$ cat src/rtl/ric_pkg.sv
`timescale 1ns / 1ps
// Shared constants for the rail interface command encoder.
package ric_pkg;

  localparam int LOCO_SLOTS_DEFAULT = 256;
  localparam int REC_W = 6;
  localparam int MAX_RESULTS = 6;

  // Item modes
  localparam logic [2:0] MODE_POWER = 3'd0;
  localparam logic [2:0] MODE_LOCO  = 3'd1;
  localparam logic [2:0] MODE_ACC   = 3'd2;
  localparam logic [2:0] MODE_POLL  = 3'd3;
  localparam logic [2:0] MODE_REPLY = 3'd4;

  // Configuration register indexes
  localparam logic [1:0] REG_OLD_CENTRAL = 2'd0;
  localparam logic [1:0] REG_FB_MODULES  = 2'd1;
  localparam logic [1:0] REG_ACC_MAX_ON  = 2'd2;

  // Interface byte codes
  localparam logic [7:0] BYTE_POWER_ON   = 8'd96;
  localparam logic [7:0] BYTE_POWER_OFF  = 8'd97;
  localparam logic [3:0] SPEED_REVERSE   = 4'd15;
  localparam logic [3:0] SPEED_MAX       = 4'd14;
  localparam logic [3:0] FUNC_BASE_HI    = 4'b0100;  // 64 + f1..f4
  localparam logic [7:0] BYTE_ACC_RED    = 8'd33;
  localparam logic [7:0] BYTE_ACC_GREEN  = 8'd34;
  localparam logic [7:0] BYTE_ACC_OFF    = 8'd32;
  localparam logic [7:0] BYTE_POLL_BASE  = 8'd192;
  localparam logic [15:0] ACC_MAX_ON_RESET = 16'd75;

endpackage

$ cat src/rtl/ric_ram.sv
`timescale 1ns / 1ps
// Generic single-port-write, registered-read RAM.
module ric_ram #(
  parameter int WIDTH = 8,
  parameter int DEPTH = 256
) (
  input  logic                     clk,
  input  logic                     we,
  input  logic [$clog2(DEPTH)-1:0] waddr,
  input  logic [WIDTH-1:0]         wdata,
  input  logic [$clog2(DEPTH)-1:0] raddr,
  output logic [WIDTH-1:0]         rdata
);

  logic [WIDTH-1:0] mem [DEPTH];

  always_ff @(posedge clk) begin
    if (we) begin
      mem[waddr] <= wdata;
    end
    rdata <= mem[raddr];
  end

endmodule

$ cat src/rtl/rail_interface_command_encoder.sv
`timescale 1ns / 1ps
// Rail interface command encoder: requests to serial interface byte sequences.
//
// An item (power, locomotive, accessory, poll or feedback reply) is taken at a
// clock edge where start is high and busy is low. Its results follow one per
// cycle, each marked by result_valid for exactly one cycle; the receiver takes
// every result and cannot stall the block. The final result of an item carries
// last. Refused items (power off, switch-off pending, polling disabled) give a
// single result with refused set and tx_valid low.
//
// Sequence: the accepting edge reads the locomotive record memory, the
// evaluation state builds the byte plan and writes the record back, then
// the emit state gives one result per cycle. An item has 1 to 6 results and
// keeps busy high through the evaluation and emit states, so the next item
// can be taken only after the last result of the current one. The registered
// memory read and the single result port set this.
//
// Configuration writes (cfg_wr, cfg_index, cfg_data) take effect at once and
// are expected only while busy is low.
// Reset clears track power, the pending switch-off and all locomotive records
// (through per-slot valid bits) and sets the poll rotation to module 1.
module rail_interface_command_encoder
  import ric_pkg::*;
#(
  parameter int LOCO_SLOTS = LOCO_SLOTS_DEFAULT
) (
  input  logic               clk,
  input  logic               rst,
  // configuration
  input  logic               cfg_wr,
  input  logic [1:0]         cfg_index,
  input  logic [15:0]        cfg_data,
  // command
  input  logic               start,
  output logic               busy,
  input  logic [2:0]         mode,
  input  logic [7:0]         address,
  input  logic               power_on,
  input  logic [3:0]         speed,
  input  logic [1:0]         direction,
  input  logic [4:0]         func_bits,
  input  logic               port,
  input  logic               action,
  input  logic signed [16:0] active_ms,
  input  logic [15:0]        reply_word,
  // results
  output logic               result_valid,
  output logic               tx_valid,
  output logic [7:0]         tx_byte,
  output logic               gap_kind,
  output logic [15:0]        hold_ms,
  output logic               expect_reply,
  output logic               refused,
  output logic               fb_valid,
  output logic [4:0]         fb_module,
  output logic [15:0]        fb_bits,
  output logic               last
);

  localparam int IDX_W = $clog2(LOCO_SLOTS);

  localparam logic [1:0] ST_IDLE = 2'd0;
  localparam logic [1:0] ST_EVAL = 2'd1;
  localparam logic [1:0] ST_EMIT = 2'd2;

  logic [1:0] state;

  // configuration
  logic        old_central_mode;
  logic [4:0]  feedback_modules;
  logic [15:0] accessory_max_on_ms;

  // block state
  logic                  track_power;
  logic                  switch_off_pending;
  logic [4:0]            poll_module;
  logic [LOCO_SLOTS-1:0] loco_valid;

  // latched item
  logic [2:0]       mode_q;
  logic [7:0]       addr_q;
  logic             power_q;
  logic [3:0]       speed_q;
  logic [1:0]       dir_q;
  logic [4:0]       func_q;
  logic             port_q;
  logic             action_q;
  logic [16:0]      active_q;
  logic [15:0]      reply_q;
  logic             stored_q;
  logic [IDX_W-1:0] idx_q;

  // result plan
  logic [7:0]  res_byte [MAX_RESULTS];
  logic [5:0]  res_gap;
  logic [2:0]  res_cnt;
  logic        res_empty;
  logic        res_refused;
  logic        res_fb;
  logic [4:0]  res_module;
  logic [15:0] res_hold;
  logic        res_hold_at1;
  logic        res_expect;
  logic [2:0]  k;

  // memory
  logic [IDX_W-1:0] ram_raddr;
  logic [REC_W-1:0] ram_rdata;
  logic             rec_we;
  logic [REC_W-1:0] rec_wdata;

  // plan built in the evaluation cycle
  logic [7:0]  p_byte [MAX_RESULTS];
  logic [5:0]  p_gap;
  logic [2:0]  p_cnt;
  logic        p_empty;
  logic        p_refused;
  logic        p_fb;
  logic [4:0]  p_module;
  logic [15:0] p_hold;
  logic        p_hold_at1;
  logic        p_expect;
  logic        power_next;
  logic        pending_next;
  logic [4:0]  poll_next;

  logic        accept;
  assign accept    = start && (state == ST_IDLE);
  assign busy      = (state != ST_IDLE);
  assign ram_raddr = address[IDX_W-1:0];

  ric_ram #(
    .WIDTH (REC_W),
    .DEPTH (LOCO_SLOTS)
  ) u_loco_ram (
    .clk   (clk),
    .we    (rec_we),
    .waddr (idx_q),
    .wdata (rec_wdata),
    .raddr (ram_raddr),
    .rdata (ram_rdata)
  );

  always_comb begin
    logic [REC_W-1:0] rec;
    logic             odir;
    logic [4:0]       ofun;
    logic             ndir;
    logic [3:0]       spd;
    logic             rev;
    logic             ext;
    logic [4:0]       fix_mod;
    logic [5:0]       mod_inc;
    logic             neg;
    logic [15:0]      act;
    logic [7:0]       b_rev;
    logic [7:0]       b_spd;
    logic [7:0]       b_ext;

    for (int i = 0; i < MAX_RESULTS; i++) begin
      p_byte[i] = '0;
    end
    p_gap        = '0;
    p_cnt        = 3'd1;
    p_empty      = 1'b0;
    p_refused    = 1'b0;
    p_fb         = 1'b0;
    p_module     = '0;
    p_hold       = '0;
    p_hold_at1   = 1'b0;
    p_expect     = 1'b0;
    power_next   = track_power;
    pending_next = switch_off_pending;
    poll_next    = poll_module;
    rec_we       = 1'b0;

    rec  = (stored_q && loco_valid[idx_q]) ? ram_rdata : '0;
    odir = rec[5];
    ofun = rec[4:0];
    spd  = (speed_q > SPEED_MAX) ? SPEED_MAX : speed_q;
    if (dir_q[1]) begin
      spd  = '0;
      ndir = ~odir;
    end else begin
      ndir = dir_q[0];
    end
    rev   = (ndir != odir);
    ext   = !old_central_mode && (func_q != ofun);
    b_rev = {3'b000, func_q[0], SPEED_REVERSE};
    b_spd = {3'b000, func_q[0], spd};
    b_ext = {FUNC_BASE_HI, func_q[4:1]};
    rec_wdata = {ndir, func_q};

    fix_mod = (poll_module == 5'd0 || poll_module > feedback_modules) ? 5'd1 : poll_module;
    mod_inc = {1'b0, fix_mod} + 6'd1;
    neg     = active_q[16];
    act     = active_q[15:0];

    unique case (mode_q)
      MODE_POWER: begin
        p_byte[0]  = power_q ? BYTE_POWER_ON : BYTE_POWER_OFF;
        p_byte[1]  = p_byte[0];
        p_gap      = 6'b000011;
        p_cnt      = 3'd2;
        power_next = power_q;
      end
      MODE_LOCO: begin
        if (!track_power || switch_off_pending) begin
          p_empty   = 1'b1;
          p_refused = 1'b1;
        end else begin
          // write back only in the evaluation cycle, while the read data is valid
          rec_we = stored_q && (state == ST_EVAL);
          if (rev) begin
            p_byte[0] = b_rev;
            p_byte[1] = addr_q;
            p_byte[2] = b_spd;
            p_byte[3] = addr_q;
            p_byte[4] = b_ext;
            p_byte[5] = addr_q;
            p_gap     = 6'b101010;
            p_cnt     = ext ? 3'd6 : 3'd4;
          end else begin
            p_byte[0] = b_spd;
            p_byte[1] = addr_q;
            p_byte[2] = b_ext;
            p_byte[3] = addr_q;
            p_gap     = 6'b001010;
            p_cnt     = ext ? 3'd4 : 3'd2;
          end
        end
      end
      MODE_ACC: begin
        if (!track_power) begin
          p_empty   = 1'b1;
          p_refused = 1'b1;
        end else if (action_q) begin
          p_byte[0]  = port_q ? BYTE_ACC_RED : BYTE_ACC_GREEN;
          p_byte[1]  = addr_q;
          p_byte[2]  = BYTE_ACC_OFF;
          p_gap      = 6'b000100;
          p_hold     = (neg || act > accessory_max_on_ms) ? accessory_max_on_ms : act;
          p_hold_at1 = 1'b1;
          // unlimited on time: leave the switch-off pending
          p_cnt        = neg ? 3'd2 : 3'd3;
          pending_next = neg;
        end else if (switch_off_pending) begin
          p_byte[0]    = BYTE_ACC_OFF;
          p_gap        = 6'b000001;
          pending_next = 1'b0;
        end else begin
          p_empty = 1'b1;
        end
      end
      MODE_POLL: begin
        if (!track_power || switch_off_pending || feedback_modules == 5'd0) begin
          p_empty   = 1'b1;
          p_refused = 1'b1;
        end else begin
          p_byte[0] = BYTE_POLL_BASE + {3'b000, fix_mod};
          p_gap     = 6'b000001;
          p_expect  = 1'b1;
          poll_next = fix_mod;
        end
      end
      MODE_REPLY: begin
        if (feedback_modules == 5'd0) begin
          p_empty   = 1'b1;
          p_refused = 1'b1;
        end else begin
          p_fb      = 1'b1;
          p_module  = fix_mod;
          poll_next = (mod_inc > {1'b0, feedback_modules}) ? 5'd1 : mod_inc[4:0];
        end
      end
      default: begin
        p_empty = 1'b1;
      end
    endcase
  end

  always_ff @(posedge clk) begin
    if (rst) begin
      state               <= ST_IDLE;
      old_central_mode    <= 1'b0;
      feedback_modules    <= '0;
      accessory_max_on_ms <= ACC_MAX_ON_RESET;
      track_power         <= 1'b0;
      switch_off_pending  <= 1'b0;
      poll_module         <= 5'd1;
      loco_valid          <= '0;
      k                   <= '0;
    end else begin
      if (cfg_wr) begin
        unique case (cfg_index)
          REG_OLD_CENTRAL: old_central_mode    <= cfg_data[0];
          REG_FB_MODULES:  feedback_modules    <= cfg_data[4:0];
          REG_ACC_MAX_ON:  accessory_max_on_ms <= cfg_data;
          default: ;
        endcase
      end
      unique case (state)
        ST_IDLE: begin
          if (start) begin
            state <= ST_EVAL;
          end
        end
        ST_EVAL: begin
          track_power        <= power_next;
          switch_off_pending <= pending_next;
          poll_module        <= poll_next;
          if (rec_we) begin
            loco_valid[idx_q] <= 1'b1;
          end
          k     <= '0;
          state <= ST_EMIT;
        end
        ST_EMIT: begin
          // advance one result per cycle, drop back to idle after the last
          if (last) begin
            state <= ST_IDLE;
          end else begin
            k <= k + 3'd1;
          end
        end
        default: state <= ST_IDLE;
      endcase
    end
  end

  // item and plan registers, no reset needed
  always_ff @(posedge clk) begin
    if (accept) begin
      mode_q   <= mode;
      addr_q   <= address;
      power_q  <= power_on;
      speed_q  <= speed;
      dir_q    <= direction;
      func_q   <= func_bits;
      port_q   <= port;
      action_q <= action;
      active_q <= active_ms;
      reply_q  <= reply_word;
      stored_q <= ({1'b0, address} < 9'(LOCO_SLOTS));
      idx_q    <= address[IDX_W-1:0];
    end
    if (state == ST_EVAL) begin
      for (int i = 0; i < MAX_RESULTS; i++) begin
        res_byte[i] <= p_byte[i];
      end
      res_gap      <= p_gap;
      res_cnt      <= p_cnt;
      res_empty    <= p_empty;
      res_refused  <= p_refused;
      res_fb       <= p_fb;
      res_module   <= p_module;
      res_hold     <= p_hold;
      res_hold_at1 <= p_hold_at1;
      res_expect   <= p_expect;
    end
  end

  logic plain;
  assign plain = !res_empty && !res_fb;

  assign result_valid = (state == ST_EMIT);
  assign last         = (k == res_cnt - 3'd1);
  assign tx_valid     = plain;
  assign tx_byte      = plain ? res_byte[k] : 8'd0;
  assign gap_kind     = plain && res_gap[k];
  assign hold_ms      = (plain && res_hold_at1 && k == 3'd1) ? res_hold : 16'd0;
  assign expect_reply = plain && res_expect && (k == 3'd0);
  assign refused      = res_empty && res_refused;
  assign fb_valid     = res_fb;
  assign fb_module    = res_fb ? res_module : 5'd0;
  assign fb_bits      = res_fb ? reply_q : 16'd0;

  // results of one item come back to back
  a_contiguous: assert property (@(posedge clk) disable iff (rst)
    result_valid && !last |=> result_valid)
    else $error("result stream broken before last");

  a_stop_after_last: assert property (@(posedge clk) disable iff (rst)
    result_valid && last |=> !result_valid)
    else $error("result after last of item");

  a_refused_alone: assert property (@(posedge clk) disable iff (rst)
    result_valid && refused |-> last && !tx_valid && !fb_valid)
    else $error("refused item produced traffic");

  a_no_accept_while_emitting: assert property (@(posedge clk) disable iff (rst)
    result_valid |-> busy)
    else $error("result while block idle");

endmodule
$ cat config.mk
export PLATFORM = sky130hd
export DESIGN_NAME = rail_interface_command_encoder
export DESIGN_NICKNAME = d
export VERILOG_FILES = /design/src/rtl/ric_pkg.sv /design/src/rtl/ric_ram.sv /design/src/rtl/rail_interface_command_encoder.sv
export SDC_FILE = /design/constraint.sdc
export NUM_CORES = 2
export LEC_CHECK = 0
export BUFFER_PORTS_ARGS = -buffer_cell sky130_fd_sc_hd__buf_4
export CAP_MARGIN = 20
export CORE_UTILIZATION = 35
export CTS_BUF_LIST = sky130_fd_sc_hd__clkbuf_16
export DETAILED_ROUTE_END_ITERATION = 10
export HOLD_SLACK_MARGIN = 0.02
export SETUP_SLACK_MARGIN = 0.02
export SLEW_MARGIN = 20
export SYNTH_ARGS = -nofsm -noshare
export SYNTH_HDL_FRONTEND = slang
export SYNTH_SLANG_ARGS = --single-unit
$ cat constraint.sdc
create_clock -name clk -period 32.5 [get_ports clk]
set_clock_uncertainty 0.1 [all_clocks]
set_input_delay 0 -clock clk [delete_from_list [all_inputs] [get_ports clk]]
set_output_delay 0 -clock clk [all_outputs]
set_load 0.02 [all_outputs]
==> metrics.md <==
| Metric | Value |
|---|---|
| Element type at the critical path start | `input pin` |
| Hold Buf Count CTS | `approximately 170` |
| Clock share of power | `42.0%` |
| IO Port Bufs | `132` |
| Layout area overhead | `16.0%` |
| Final hold vios | `0` |
| Netlist Area Pre-Place | `between 70000 and 80000 um^2` |
| Avg Vias per Cell | `5.34` |
| # Post-CTS Setup Buffers | `0` |
| Largest net degree at the start of global routing | `~260` |
| IO Count | `133` |
| Total track usage | `between 15 and 20%` |
| # fillers | `19100` |
| Commonest cells after routing, fill and taps aside | `1672 x edfxtp_1, 757 x nor2_1, 559 x mux4_2` |
| DP Wirelength | `between 100000 and 150000 um` |
| Seq/Total Area, Yosys | `72.9%` |
| Mean area per synthesized cell | `18.5 um^2` |
| Routed len/inst | `approximately 26 um` |
| Pwr per Cell Area | `around 60 nW/um^2` |
| Post-synth EDFFs | `1672` |
| Internal power | `a little over 4000 uW` |
| F_max | `approximately 0.19 GHz` |
| Latest clock arrival within the worst-skew pair | `between 0.8 and 0.9 ns` |
| Sw frac | `a little over a fifth` |
| Psw | `~1200 uW` |
| Layout cells sized above 1 | `a little under a quarter` |
| Part of the power in registers | `52.4%` |
| Total gr overflow | `0` |
| Die outline height | `roughly 470 um` |
| RePlAce Congestion | `0.822` |
| Fin crit share | `roughly 16%` |
| Hold Path Origin | `address[2]` |
| Worst slew pin tran | `1.23 ns` |
| Die Wd | `around 470 um` |
| Setup_tns | `0 ns` |
| Final setup viols | `0` |
| Syn. warnings | `0` |
| TritonCTS Sinks | `1971` |
| Final Max Tran Viols | `0` |
| R2R Path Start | `idx_q[0]` |
| # rows | `between 150 and 200` |
| Hold WC Path Type | `input pin to flip-flop` |
| Netlist cell types | `62` |
| Relative slew slack | `a little under a fifth` |
| Status | `finished clean` |
| First-pass GRT wire length | `roughly 290000 um` |
| Ys flop type | `edfxtp_1` |
| Initial Utilization | `approximately 35%` |
| Synth Register Bits | `approximately 2000` |
| Maxcap violations | `0` |
| Reg clk slew, reported paths | `~0.060 ns` |
| CP Launch Point | `address[0]` |
| Cells after Synth | `between 4000 and 5000` |
| Commonest non-fill, non-tap cell in the layout | `edfxtp_1` |
| NumNets Final | `~4600` |
| Pleak | `roughly 0.029 uW` |
| Clock period minus worst slack | `~5.3 ns` |
| Core area | `approximately 220000 um^2` |
| Worst EP required | `~33 ns` |
| Routed via count | `40200` |
| Root Driver | `clkbuf_16` |
| Post-synth ARST share | `0%` |
| Syn Nets | `4290` |
| Worst path arrival time | `5.94 ns` |
| Drt initial violations | `between 3000 and 4000` |
| Max FO, Critical Path | `68` |
| Share of power burned in combinational logic | `5.6%` |
| CP endpoint kind | `flip-flop` |
| Initial antenna violation count | `4` |
| Post-route DRC | `0` |
| Worst VDD drop | `0.0608 mV` |
| Hold Slack | `0.111 ns` |
| Final wirelength | `199000 um` |
| Crit Path Class | `input pin to flip-flop` |
| Cts bufs inserted | `~200` |
| Vias in the first global route | `slightly above 40000` |
| PostCTS Resize Cnt | `0` |
| CTS tree | `yes` |
| H-tree depth | `4` |
| CTS Buffer Depth | `3` |
| Die area | `between 200000 and 250000 um^2` |
| Antenna-violating nets left | `0` |
| DR pass1 iterations | `5` |
| RSZ-0062 raised after global routing | `false` |
-- sequential cells by signal (all words and copies together), names as in the netlist, 8 cells and up, named ones only --
| signal | flops |
|---|---|
| accessory_max_on_ms | 16 |
| active_q | 17 |
| idx_q | 8 |
| loco_valid | 256 |
| reply_q | 16 |
| res_byte | 44 |
| res_hold | 16 |
| u_loco_ram.mem | 1536 |
-- Yosys cell counts, drive strengths merged, types with 8 or more instances --
master     n  area (um^2)
edfxtp  1672        50200
nor2     770         2890
mux4     559        12600
dfxtp    299         5990
clkbuf   174          653
nand2     82          308
mux2i     67          671
and2      66          435
buf       65          353
a22oi     63          473
inv       43          161
a21oi     36          180
ha        32          400
o21ai     32          160
o21ba     30          300
nand3     28          140
nor3      17         85.1
nor2b     14         87.6
nand4     11         68.8
o21a      11         90.1
nand2b     9         56.3
a211oi     8         72.6
xnor2      8         70.1
-- final timing paths --
path	end	slack (ns)	cells after the start
worst max-delay path	u_loco_ram.rdata[3]	27.18	9
worst min-delay path	idx_q[2]	0.11	2
worst max register to register	u_loco_ram.mem[135][5]	27.34	10
worst min register to register	loco_valid[87]	0.37	2
-- power groups by stage --
stage	registers [uW]	logic (uW)	clock network, uW
finish	2780	295	2230
global route	2780	311	2360
CTS	2780	298	2270
detailed placement	2840	282	0
global placement	2840	277	0
floorplan	2860	159	0
-- per-stage QoR --
stage	util [%]	std cells	worst slack [ns]	power [uW]	instance area, um^2
finish	41.0	7535	27.18	5310	89400
global route	41.0	7533	26.70	5450	89400
CTS	41.0	7532	27.03	5350	89400
detailed placement	37.3	6992	26.65	3120	81400
global placement	37.3	6991	26.66	3110	81300
floorplan	-	4178	21.61	3010	77100
-- metal layers --
layer | up-vias | track usage, % | part of all wire, %
met5 | - | 0 | 0
li1 | 17100 | - | -
met4 | 0 | 4.86 | 2.4
met2 | 1433 | 29.5 | 49
met3 | 260 | 2.79 | 6.2
met1 | 21400 | 24.1 | 42
-- worst max-delay path, stage by stage --
cell and delay (ns):
buf_8 0.52, buf_4 0.82, buf_4 0.80, buf_4 0.82, mux4_2 0.61, mux4_2 0.52, mux4_2 0.53, mux4_2 0.47
dlygate4sd3_1 0.57
-- final cells by class --
type | instances | area [um^2] | area share [%]
sequential | 1971 | 56200 | 62.8
multi-input combinational | 1922 | 19800 | 22.2
clock buffer | 204 | 5100 | 5.71
tap | 2854 | 3570 | 3.99
timing repair buffer | 368 | 3280 | 3.67
clock inverter | 167 | 1270 | 1.42
inverter | 46 | 174 | 0.194
antenna | 3 | 7.51 | 0.00839
-- logic make-up after synthesis --
logic type      after synthesis  synth area share [%]
mux                         630                  17.3
compound gates              220                  2.08
fa+ha+maj                    32                 0.519
buf+inv                     285                  1.53
simple gates               1026                  5.58
xor+xnor                     14                 0.183
flops                      1971                  72.9
Note: power is estimated with default switching activity, not from simulation.
